===== config.mk =====
export PLATFORM = sky130hd
export DESIGN_NAME = click_region_matcher_flat
export DESIGN_NICKNAME = d
export VERILOG_FILES = /design/src/crm_pkg.sv /design/src/crm_in_if.sv /design/src/crm_out_if.sv /design/src/crm_cell.sv /design/src/click_region_matcher.sv /design/src/flat_wrapper.sv
export SDC_FILE = /design/constraint.sdc
export NUM_CORES = 2
export LEC_CHECK = 0
export ABC_AREA = 0
export BUFFER_PORTS_ARGS = -buffer_cell sky130_fd_sc_hd__buf_2
export CAP_MARGIN = 10
export CORE_ASPECT_RATIO = 0.9
export CORE_MARGIN = 3
export CORE_UTILIZATION = 25
export DETAILED_ROUTE_END_ITERATION = 12
export PLACE_DENSITY = 0.49
export SYNTH_ARGS = -nofsm -noshare
export SYNTH_HDL_FRONTEND = slang
export SYNTH_HIERARCHICAL = 1
export SYNTH_SLANG_ARGS = --single-unit

===== constraint.sdc =====
create_clock -name clk -period 8.1 [get_ports clk]
set_input_delay 0.405 -clock clk [delete_from_list [all_inputs] [get_ports clk]]
set_output_delay 0.405 -clock clk [all_outputs]
set_load 0.03 [all_outputs]

===== src/crm_pkg.sv =====
package crm_pkg;

  localparam int CRM_MAX_BOXES = 16;

  typedef enum logic [1:0] {
    OP_ADD    = 2'd0,
    OP_ATTACH = 2'd1,
    OP_CLICK  = 2'd2,
    OP_NONE   = 2'd3
  } op_t;

  localparam logic [1:0] BTN_LEFT   = 2'd0;
  localparam logic [1:0] BTN_RIGHT  = 2'd1;
  localparam logic [1:0] BTN_MIDDLE = 2'd2;

  typedef enum logic {
    MS_IDLE,
    MS_SCAN
  } match_state_t;

  // query token that walks down the cell row
  typedef struct packed {
    logic        valid;
    logic [15:0] px;
    logic [15:0] py;
    logic        hit;
    logic        own_valid;
    logic [3:0]  own;
  } tok_t;

  // write bus broadcast to every cell, enables are per cell
  typedef struct packed {
    logic        add_en;
    logic        attach_en;
    logic [15:0] left;
    logic [15:0] top;
    logic [15:0] right;
    logic [15:0] bottom;
    logic [3:0]  owner;
  } cell_wr_t;

  function automatic logic [1:0] pick_button(input logic [2:0] mask);
    logic [1:0] code;
    if (mask[0]) begin
      code = BTN_LEFT;
    end else if (mask[1]) begin
      code = BTN_RIGHT;
    end else begin
      code = BTN_MIDDLE;
    end
    return code;
  endfunction

endpackage


===== src/crm_in_if.sv =====
interface crm_in_if;
  logic        valid;
  logic        ready;
  logic [1:0]  operation;
  logic [15:0] pos_x;
  logic [15:0] pos_y;
  logic [15:0] box_width;
  logic [15:0] box_height;
  logic [3:0]  box_index;
  logic [3:0]  owner_id;
  logic [2:0]  button_mask;

  modport source (
    output valid, operation, pos_x, pos_y, box_width, box_height, box_index,
           owner_id, button_mask,
    input  ready
  );

  modport sink (
    input  valid, operation, pos_x, pos_y, box_width, box_height, box_index,
           owner_id, button_mask,
    output ready
  );
endinterface


===== src/crm_out_if.sv =====
interface crm_out_if;
  logic       valid;
  logic       ready;
  logic       table_full;
  logic [3:0] new_index;
  logic       hit;
  logic       owner_valid;
  logic [3:0] owner_out;
  logic [1:0] button_code;

  modport source (
    output valid, table_full, new_index, hit, owner_valid, owner_out, button_code,
    input  ready
  );

  modport sink (
    input  valid, table_full, new_index, hit, owner_valid, owner_out, button_code,
    output ready
  );
endinterface


===== src/crm_cell.sv =====
module crm_cell
  import crm_pkg::*;
#(
  parameter int CW       = 5,
  parameter int CELL_IDX = 0
) (
  input  logic          clk,
  input  logic          rst_n,
  input  cell_wr_t      wr,
  input  logic [CW-1:0] count,
  input  tok_t          tok_in,
  output tok_t          tok_out
);

  logic [15:0] left_r;
  logic [15:0] top_r;
  logic [15:0] right_r;
  logic [15:0] bottom_r;
  logic        own_valid_r;
  logic [3:0]  own_r;
  tok_t        tok_r;
  tok_t        tok_nxt;
  logic        in_use;
  logic        inside_box;

  assign in_use     = CW'(CELL_IDX) < count;
  assign inside_box = (tok_in.px >= left_r) && (tok_in.px <= right_r) &&
                      (tok_in.py >= top_r)  && (tok_in.py <= bottom_r);

  always_comb begin
    tok_nxt = tok_in;
    // first containing box wins, later cells just pass the token on
    if (tok_in.valid && !tok_in.hit && in_use && inside_box) begin
      tok_nxt.hit       = 1'b1;
      tok_nxt.own_valid = own_valid_r;
      tok_nxt.own       = own_valid_r ? own_r : 4'd0;
    end
  end

  always_ff @(posedge clk) begin
    if (wr.add_en) begin
      left_r      <= wr.left;
      top_r       <= wr.top;
      right_r     <= wr.right;
      bottom_r    <= wr.bottom;
      own_valid_r <= 1'b0;
    end else if (wr.attach_en) begin
      own_valid_r <= 1'b1;
      own_r       <= wr.owner;
    end
  end

  always_ff @(posedge clk) begin
    if (!rst_n) begin
      tok_r.valid <= 1'b0;
    end else begin
      tok_r <= tok_nxt;
    end
  end

  assign tok_out = tok_r;

endmodule


===== src/click_region_matcher.sv =====
// click region matcher: first-match rectangle hit test over a row of box cells
//
// in_ch carries one operation per beat: add a box, attach a box to a widget,
// or a click query. out_ch returns exactly one result beat per input beat.
// add and attach: the result is registered in the cycle after the input beat.
// click: the query token walks the row of MAX_BOXES cells, one cell per cycle,
// and the result is loaded into the output register when the token leaves the
// last cell.
// one item is in flight at a time; in_ch.ready is low while a click scans.
// the next item is taken in the same cycle that out_ch hands over the result.
// reset clears the box count, the scan state and the output valid flag; box
// contents are not cleared, slots above the count are never matched.
// when out_ch stalls, the result holds in the output register and in_ch
// waits until the result beat is taken.
module click_region_matcher
  import crm_pkg::*;
#(
  parameter int MAX_BOXES = CRM_MAX_BOXES
) (
  input  logic      clk,
  input  logic      rst_n,
  crm_in_if.sink    in_ch,
  crm_out_if.source out_ch
);

  localparam int IW = (MAX_BOXES > 1) ? $clog2(MAX_BOXES) : 1;
  localparam int CW = $clog2(MAX_BOXES + 1);

  match_state_t state_r, state_nxt;
  logic [CW-1:0] count_r, count_nxt;
  logic [1:0]    btn_r;

  logic          out_valid_r;
  logic          table_full_r;
  logic [3:0]    new_index_r;
  logic          hit_r;
  logic          owner_valid_r;
  logic [3:0]    owner_out_r;
  logic [1:0]    button_code_r;

  logic          in_ready;
  logic          acc;
  op_t           op;
  logic          full;
  logic          do_add;
  logic          do_attach;
  logic [IW-1:0] attach_slot;
  logic [IW+3:0] attach_ext;
  logic [CW+3:0] count_ext;
  cell_wr_t      wr_base;
  cell_wr_t      wr [MAX_BOXES];
  tok_t          tok [MAX_BOXES+1];
  tok_t          tail;

  assign op         = op_t'(in_ch.operation);
  assign in_ready   = (state_r == MS_IDLE) && (!out_valid_r || out_ch.ready);
  assign acc        = in_ch.valid && in_ready;
  assign full       = count_r >= CW'(MAX_BOXES);
  assign do_add     = acc && (op == OP_ADD) && !full;
  assign do_attach  = acc && (op == OP_ATTACH) &&
                      ({28'd0, in_ch.box_index} < 32'(MAX_BOXES));
  assign attach_ext = {{IW{1'b0}}, in_ch.box_index};
  assign attach_slot = attach_ext[IW-1:0];
  assign count_ext  = {4'd0, count_r};
  assign in_ch.ready = in_ready;

  always_comb begin
    wr_base           = '0;
    wr_base.left      = in_ch.pos_x;
    wr_base.top       = in_ch.pos_y;
    wr_base.right     = in_ch.pos_x + in_ch.box_width;
    wr_base.bottom    = in_ch.pos_y + in_ch.box_height;
    wr_base.owner     = in_ch.owner_id;
  end

  always_comb begin
    tok[0]           = '0;
    tok[0].valid     = acc && (op == OP_CLICK);
    tok[0].px        = in_ch.pos_x;
    tok[0].py        = in_ch.pos_y;
  end

  for (genvar i = 0; i < MAX_BOXES; i++) begin : g_cell
    always_comb begin
      wr[i]           = wr_base;
      wr[i].add_en    = do_add && (count_r[IW-1:0] == IW'(i));
      wr[i].attach_en = do_attach && (attach_slot == IW'(i));
    end

    crm_cell #(
      .CW       (CW),
      .CELL_IDX (i)
    ) u_cell (
      .clk     (clk),
      .rst_n   (rst_n),
      .wr      (wr[i]),
      .count   (count_r),
      .tok_in  (tok[i]),
      .tok_out (tok[i+1])
    );
  end

  assign tail = tok[MAX_BOXES];

  always_comb begin
    state_nxt = state_r;
    count_nxt = count_r;
    case (state_r)
      MS_IDLE: begin
        if (acc && (op == OP_CLICK)) begin
          state_nxt = MS_SCAN;
        end
        if (do_add) begin
          count_nxt = count_r + CW'(1);
        end
      end
      MS_SCAN: begin
        if (tail.valid) begin
          state_nxt = MS_IDLE;
        end
      end
      default: state_nxt = MS_IDLE;
    endcase
  end

  always_ff @(posedge clk) begin
    if (!rst_n) begin
      state_r <= MS_IDLE;
      count_r <= '0;
    end else begin
      state_r <= state_nxt;
      count_r <= count_nxt;
    end
  end

  always_ff @(posedge clk) begin
    if (acc && (op == OP_CLICK)) begin
      btn_r <= pick_button(in_ch.button_mask);
    end
  end

  // output register; the row is empty whenever an add or attach result lands
  always_ff @(posedge clk) begin
    if (!rst_n) begin
      out_valid_r <= 1'b0;
    end else if (tail.valid) begin
      out_valid_r   <= 1'b1;
      table_full_r  <= 1'b0;
      new_index_r   <= 4'd0;
      hit_r         <= tail.hit;
      owner_valid_r <= tail.own_valid;
      owner_out_r   <= tail.own;
      button_code_r <= btn_r;
    end else if (acc && (op != OP_CLICK)) begin
      out_valid_r   <= 1'b1;
      table_full_r  <= (op == OP_ADD) && full;
      new_index_r   <= do_add ? count_ext[3:0] : 4'd0;
      hit_r         <= 1'b0;
      owner_valid_r <= 1'b0;
      owner_out_r   <= 4'd0;
      button_code_r <= 2'd0;
    end else if (out_ch.ready) begin
      out_valid_r <= 1'b0;
    end
  end

  assign out_ch.valid       = out_valid_r;
  assign out_ch.table_full  = table_full_r;
  assign out_ch.new_index   = new_index_r;
  assign out_ch.hit         = hit_r;
  assign out_ch.owner_valid = owner_valid_r;
  assign out_ch.owner_out   = owner_out_r;
  assign out_ch.button_code = button_code_r;

`ifndef NO_ASSERTIONS
  a_no_accept_in_scan: assert property (@(posedge clk) disable iff (!rst_n)
    (state_r == MS_SCAN) |-> !in_ch.ready)
    else $error("input taken while a click scan is running");

  a_count_bound: assert property (@(posedge clk) disable iff (!rst_n)
    count_r <= CW'(MAX_BOXES))
    else $error("box count beyond table size");

  a_tail_in_scan: assert property (@(posedge clk) disable iff (!rst_n)
    tail.valid |-> (state_r == MS_SCAN) && !out_valid_r)
    else $error("scan result with no scan running or output busy");

  a_scan_ends: assert property (@(posedge clk) disable iff (!rst_n)
    tail.valid |=> (state_r == MS_IDLE) && out_valid_r)
    else $error("scan result not loaded into output register");
`endif

endmodule

===== src/flat_wrapper.sv =====
// flat-port wrapper written by rule: the top's interface ports become plain ports
module click_region_matcher_flat import crm_pkg::*;
#(
  parameter int MAX_BOXES = CRM_MAX_BOXES
)
  (clk, rst_n, in_ch_valid, in_ch_operation, in_ch_pos_x, in_ch_pos_y, in_ch_box_width, in_ch_box_height, in_ch_box_index, in_ch_owner_id, in_ch_button_mask, in_ch_ready, out_ch_valid, out_ch_table_full, out_ch_new_index, out_ch_hit, out_ch_owner_valid, out_ch_owner_out, out_ch_button_code, out_ch_ready);
  crm_in_if in_ch_i ();
  crm_out_if out_ch_i ();
  input  logic clk;
  input  logic rst_n;
  input wire logic [$bits(in_ch_i.valid)-1:0] in_ch_valid;
  input wire logic [$bits(in_ch_i.operation)-1:0] in_ch_operation;
  input wire logic [$bits(in_ch_i.pos_x)-1:0] in_ch_pos_x;
  input wire logic [$bits(in_ch_i.pos_y)-1:0] in_ch_pos_y;
  input wire logic [$bits(in_ch_i.box_width)-1:0] in_ch_box_width;
  input wire logic [$bits(in_ch_i.box_height)-1:0] in_ch_box_height;
  input wire logic [$bits(in_ch_i.box_index)-1:0] in_ch_box_index;
  input wire logic [$bits(in_ch_i.owner_id)-1:0] in_ch_owner_id;
  input wire logic [$bits(in_ch_i.button_mask)-1:0] in_ch_button_mask;
  output wire logic [$bits(in_ch_i.ready)-1:0] in_ch_ready;
  output wire logic [$bits(out_ch_i.valid)-1:0] out_ch_valid;
  output wire logic [$bits(out_ch_i.table_full)-1:0] out_ch_table_full;
  output wire logic [$bits(out_ch_i.new_index)-1:0] out_ch_new_index;
  output wire logic [$bits(out_ch_i.hit)-1:0] out_ch_hit;
  output wire logic [$bits(out_ch_i.owner_valid)-1:0] out_ch_owner_valid;
  output wire logic [$bits(out_ch_i.owner_out)-1:0] out_ch_owner_out;
  output wire logic [$bits(out_ch_i.button_code)-1:0] out_ch_button_code;
  input wire logic [$bits(out_ch_i.ready)-1:0] out_ch_ready;
  assign in_ch_i.valid = in_ch_valid;
  assign in_ch_i.operation = in_ch_operation;
  assign in_ch_i.pos_x = in_ch_pos_x;
  assign in_ch_i.pos_y = in_ch_pos_y;
  assign in_ch_i.box_width = in_ch_box_width;
  assign in_ch_i.box_height = in_ch_box_height;
  assign in_ch_i.box_index = in_ch_box_index;
  assign in_ch_i.owner_id = in_ch_owner_id;
  assign in_ch_i.button_mask = in_ch_button_mask;
  assign in_ch_ready = in_ch_i.ready;
  assign out_ch_valid = out_ch_i.valid;
  assign out_ch_table_full = out_ch_i.table_full;
  assign out_ch_new_index = out_ch_i.new_index;
  assign out_ch_hit = out_ch_i.hit;
  assign out_ch_owner_valid = out_ch_i.owner_valid;
  assign out_ch_owner_out = out_ch_i.owner_out;
  assign out_ch_button_code = out_ch_i.button_code;
  assign out_ch_i.ready = out_ch_ready;
  click_region_matcher #(.MAX_BOXES(MAX_BOXES)) u_core (.clk(clk), .rst_n(rst_n), .in_ch(in_ch_i), .out_ch(out_ch_i));
endmodule

* Word level (Yosys, flattened, before mapping)
Cells that the tools add are included.
Storage, ports and cells: bits in registers 1718, bits in latches 0, memory bits (writable) 0, ROM bits 0, output and inout bits 15, logic and storage cells 560, memories kept 0
Operators by class: add/subtract/negate cells 3, multiply operators 0, divide/modulo/power cells 0, $lt $le $gt $ge 81, eq/ne operators 33, shift-type cells 0, multiplexer cells 49, bitwise gates (word level) 17, reductions and logical operators 177
Operator list (number):
- 16-bit greater-or-equal comparator | 32
- 16-bit <= comparator | 32
- 1-bit logical AND | 135
- 4-bit 2-to-1 mux | 20
- 5-bit 2-to-1 mux | 15
- 4-bit equality test (second input constant) | 16
- 4-bit by 5-bit less-than comparator with 1-bit output (first input constant) | 8
- 2-bit AND reduction | 19
- 16-bit adder | 2
- 4-bit by 3-bit equality test with 1-bit output (second input constant) | 8
- 3-bit by 5-bit less-than comparator with 1-bit output (first input constant) | 4
- 1-bit logical NOT | 17
- 1-bit NOT | 17
- 4-bit by 2-bit equality test with 1-bit output (second input constant) | 4
- 1-bit by 5-bit less-than comparator with 1-bit output (first input constant) | 2
- 2-bit by 5-bit less-than comparator with 1-bit output (first input constant) | 2
- 1-bit 2-to-1 mux | 9
- 4-bit by 1-bit equality test with 1-bit output (second input constant) | 2
- 4-bit logical NOT | 2
- 2-bit 2-to-1 mux | 3
- 6-bit 2-to-1 mux | 1
- 5-bit by 1-bit adder with 5-bit output (second input constant) | 1
- 5-bit greater-or-equal comparator (second input constant) | 1
- 3-bit nonzero test | 1
- 7 further kinds | 7

* Depth between registers and ports, before layout
depth after elaboration 9, depth in mapped cells 10

* Hierarchy
The synthesis kept the hierarchy.
Modules (own cells, without submodules):
- crm_cell at u_core.g_cell[0].u_cell | instances 1, cells an instance 353, area each 4979.8 µm²
- crm_cell at u_core.g_cell[9].u_cell | instances 1, cells an instance 352, area each 4979.8 µm²
- crm_cell at u_core.g_cell[12].u_cell | instances 1, cells an instance 350, area each 4967.3 µm²
- crm_cell at u_core.g_cell[6].u_cell | instances 1, cells an instance 352, area each 4961.0 µm²
- crm_cell at u_core.g_cell[4].u_cell | instances 1, cells an instance 349, area each 4957.3 µm²
- crm_cell at u_core.g_cell[14].u_cell | instances 1, cells an instance 349, area each 4954.8 µm²
- crm_cell at u_core.g_cell[11].u_cell | instances 1, cells an instance 346, area each 4953.5 µm²
- crm_cell at u_core.g_cell[2].u_cell | instances 1, cells an instance 347, area each 4953.5 µm²
- crm_cell at u_core.g_cell[10].u_cell | instances 1, cells an instance 347, area each 4943.5 µm²
- crm_cell at u_core.g_cell[8].u_cell | instances 1, cells an instance 347, area each 4942.2 µm²
- crm_cell at u_core.g_cell[7].u_cell | instances 1, cells an instance 357, area each 4937.2 µm²
- crm_cell at u_core.g_cell[5].u_cell | instances 1, cells an instance 352, area each 4929.7 µm²
- crm_cell at u_core.g_cell[1].u_cell | instances 1, cells an instance 352, area each 4928.5 µm²
- crm_cell at u_core.g_cell[15].u_cell | instances 1, cells an instance 351, area each 4927.2 µm²
- 3 more rows

* Worst setup path after synthesis
OpenSTA, ideal clock, no wires.
path kind register to register, start reg u_core.count_r[4], end reg u_core.g_cell[0].u_cell.own_r[0] (enable), arrival time 6.517 ns, data required time 7.559 ns, setup slack 1.043 ns, cell stages (with the launch flop) 6, path buffers 0, clock period less this slack 7.057 ns, path through dfxtp_1 > or3_4 > nor4b_4 > nand2_1 > nor3_1 > nor2b_1
RTL lines:
- start: declaration | line click_region_matcher.sv:30 | logic [CW-1:0] count_r, count_nxt;
- start signal: assignment | line click_region_matcher.sv:132 | count_r <= count_nxt;
- end signal: assignment | line crm_cell.sv:49 | own_r <= wr.owner;
- end: declaration | line crm_cell.sv:20 | logic [3:0] own_r;

==> flow_metrics.tcl <==
set metrics [dict create \
    grt.met1_usage_pct 19.64 \
    cp-start-kind "register" \
    worst-setup-path-type "register to register" \
    synthCells 5917 \
    power_leakage_nw 37.83 \
    die_area_um2 330600 \
    effective_utilization_at_floorplan_pct 25.20 \
    reg2reg_from "u_core/g_cell[10].u_cell/tok_out[13]$_DFFE_PP_" \
    tritoncts "done" \
    status "finished, final reports clean" \
    clock_insertion_delay_worst_skew_ps 840 \
    route.final.wire_length_um 220500 \
    max-vdd-ir-drop_mv 0.1744 \
    synth-warning-count 6 \
    drt_pre_antenna_iters 7 \
    period_minus_slack_ps 4041 \
    busiest_layer_in_global_routing "met1" \
    max-cap-violations 0 \
    post_route_cells_drive_above_1_share_pct 8.539 \
    num_io_pins 96 \
    gp_congestion 0.8244 \
    cts_htree_levels 4 \
    hold_path.startpoint "in_ch_box_index[3]" \
    synthToLayoutAreaGrowth_pct 15.29 \
    synth.cell_area_um2 80920 \
    vias_in_the_first_global_route 47450 \
    critPathMaxFanout 6 \
    clock_tree.buffer_depth 4 \
    detail_route.vias_per_cell 4.436 \
    grt_pass1_wl_um 318200 \
    final_layout_fill_cell_count 32260 \
    die_h_um 545.7 \
    hold_path.class "primary input to register" \
    grt.total_usage_pct 13.12 \
    multi_input_area_um2 25950 \
    reg2reg_slack_ps 4060 \
    seq_area_um2 51200 \
    fp.dieW_um 605.7 \
    post_cts_clock_slew_at_the_launch_and_capture_registers_of_the_worst_setup_and_hold_paths_ps 60 \
    reg2regPathDepth 8 \
    timing.critical_path.arrival_ps 4570 \
    finalNetCount 7420 \
    capturing_point_of_the_worst_reg2reg_path "u_core/g_cell[11].u_cell/tok_out[4]$_DFFE_PP_" \
    max-slew-margin-rel_pct 7.577 \
    placeableCoreArea_um2 321200 \
    period_share_pct 49.89 \
    detail_route.drc_violations 0 \
    total_negative_slack_for_setup_checks_ps 0 \
    vias 47460 \
    final_hold_viol_count 0 \
    power_w 0.01971 \
    worstHoldEndpoint "u_core/g_cell[3].u_cell/own_valid_r$_SDFFE_PP0P_" \
    antenna_found_initial 38 \
    ctsRootBufferMaster "clkbuf_16" \
    power_density_nw_per_um2 211.3 \
    core_rows 197 \
    grt_overflow 0 \
    grt_setup_unrepaired "no" \
    use_met3_pct 2.187 \
    setup_violating_endpoint_count_in_the_final_report 0 \
    worstSetupStartpoint "u_core/g_cell[10].u_cell/tok_out[13]$_DFFE_PP_" \
    tritoncts.num_buffers 177 \
    timing_worst_slew_pin_value_ps 1377 \
    cts_sinks 1718 \
    ant_nets 0 \
    dp_hpwl_um 152600 \
    min_path_cells 4 \
    avgSynthCellArea_um2 13.68 \
    max_freq_mhz 247.4 \
    report.final.slew_viol_count 0 \
    finalClockSkew_ps 76.23 \
    route.detailed.wl_per_inst_um 20.61 \
    timing.critical_path.required_ps 8630 \
    maximum_number_of_pins_on_one_net_before_global_route_repair 154 \
    buffer_ports.inserted 94 \
    worstSetupEndpointType "register" \
    grt_util_met2_pct 19.50 \
    initialDrtViolationCount 3642 \
]
==> sequential cells by signal, summed over array words and instances (netlist names) <==
name	count
u_core/out_ch.owner_out	4
u_core/out_ch.new_index	4
u_core/g_cell.u_cell/bottom_r	256
u_core/out_ch.button_code	2
u_core/g_cell.u_cell/own_r	64
u_core/g_cell.u_cell/tok_out	592
u_core/state_r	1
u_core/g_cell.u_cell/own_valid_r	16
u_core/out_ch.hit	1
u_core/out_ch.table_full	1
u_core/g_cell.u_cell/right_r	256
u_core/out_ch.valid	1
u_core/out_ch.owner_valid	1
u_core/btn_r	2
u_core/g_cell.u_cell/left_r	256
u_core/g_cell.u_cell/top_r	256
u_core/count_r	5
==> stage by stage <==
step | setup slack (ps) | instance area [um2] | util (%) | cells | hold WS (ps)
after floorplan | 1043 | 80940 | - | 5923 | 420.6
after global placement | 3421 | 87790 | 27.33 | 10370 | 430.9
after detailed placement | 3477 | 87800 | 27.34 | 10370 | 430.6
after CTS | 4189 | 93240 | 29.03 | 10680 | 0.8349
after global routing | 4085 | 93260 | 29.04 | 10690 | 66.79
final | 4059 | 93290 | 29.05 | 10700 | 82.56
==> layer usage <==
| metal | up-vias | wire [um] |
|---|---|---|
| met5 | - | 41 |
| met4 | 6 | 5558 |
| met3 | 311 | 12900 |
| met2 | 1135 | 92560 |
| met1 | 23590 | 109500 |
| li1 | 22420 | - |
==> timing repair <==
item,4_1_cts,5_1_grt
setup buffers,0,0
endpoints found under the hold margin,7,0
gates resized for setup,0,0
hold buffers,8,0
==> how the worst max path moves through the flow <==
| stage | end | slack (ps) |
|---|---|---|
| floorplan | u_core/g_cell[0].u_cell/own_r[0]$_DFFE_PP_ | 1040 |
| global placement | u_core/g_cell[0].u_cell/right_r[9]$_DFFE_PP_ | 3420 |
| detailed placement | u_core/g_cell[0].u_cell/right_r[9]$_DFFE_PP_ | 3480 |
| CTS | u_core/g_cell[11].u_cell/tok_out[4]$_DFFE_PP_ | 4190 |
| global route | u_core/g_cell[11].u_cell/tok_out[4]$_DFFE_PP_ | 4080 |
| finish | u_core/g_cell[11].u_cell/tok_out[4]$_DFFE_PP_ | 4060 |
==> cells in the final DEF, fill, tap and decap left out, types with 53 or more instances in the layout <==
cell and count:
buf_2 93, o21ai_0 138, nor2_1 163, ha_1 1058
a21oi_1 421, a21o_1 97, mux2i_1 53, nand2_1 282
nand3_1 99, buf_4 89, clkbuf_16 181, edfxtp_1 1679
nand4_1 154, inv_1 1093
==> area by class of cell <==
type                            instances  share of cell area [%]
Antenna cell                           15                 0.04023
Clock inverter                         75                  0.6250
Inverter                             1093                   4.398
Tap cell                             4278                   5.737
Timing Repair Buffer                  195                   1.388
Clock buffer                          231                   5.121
Sequential cell                      1718                   54.88
Multi-Input combinational cell       3094                   27.81
==> critical path, cell delays in order (launching register included) <==
cell	delay (ps)
edfxtp_1	460
ha_1	350
and4_1	190
o21ai_1	80
o221ai_1	310
a221oi_1	150
o21ai_1	1060
nor4b_4	780
mux2_4	350
==> where the power goes <==
| part | internal (W) | total, W | leakage (nW) | switching [W] |
|---|---|---|---|---|
| Combinational | 0.000434 | 0.00155 | 19.3 | 0.00111 |
| Clock | 0.00442 | 0.00783 | 2.61 | 0.00341 |
| Sequential | 0.0101 | 0.0103 | 15.9 | 0.000202 |
| Total | 0.0150 | 0.0197 | 37.8 | 0.00473 |
(Power assumes the default switching activity.)
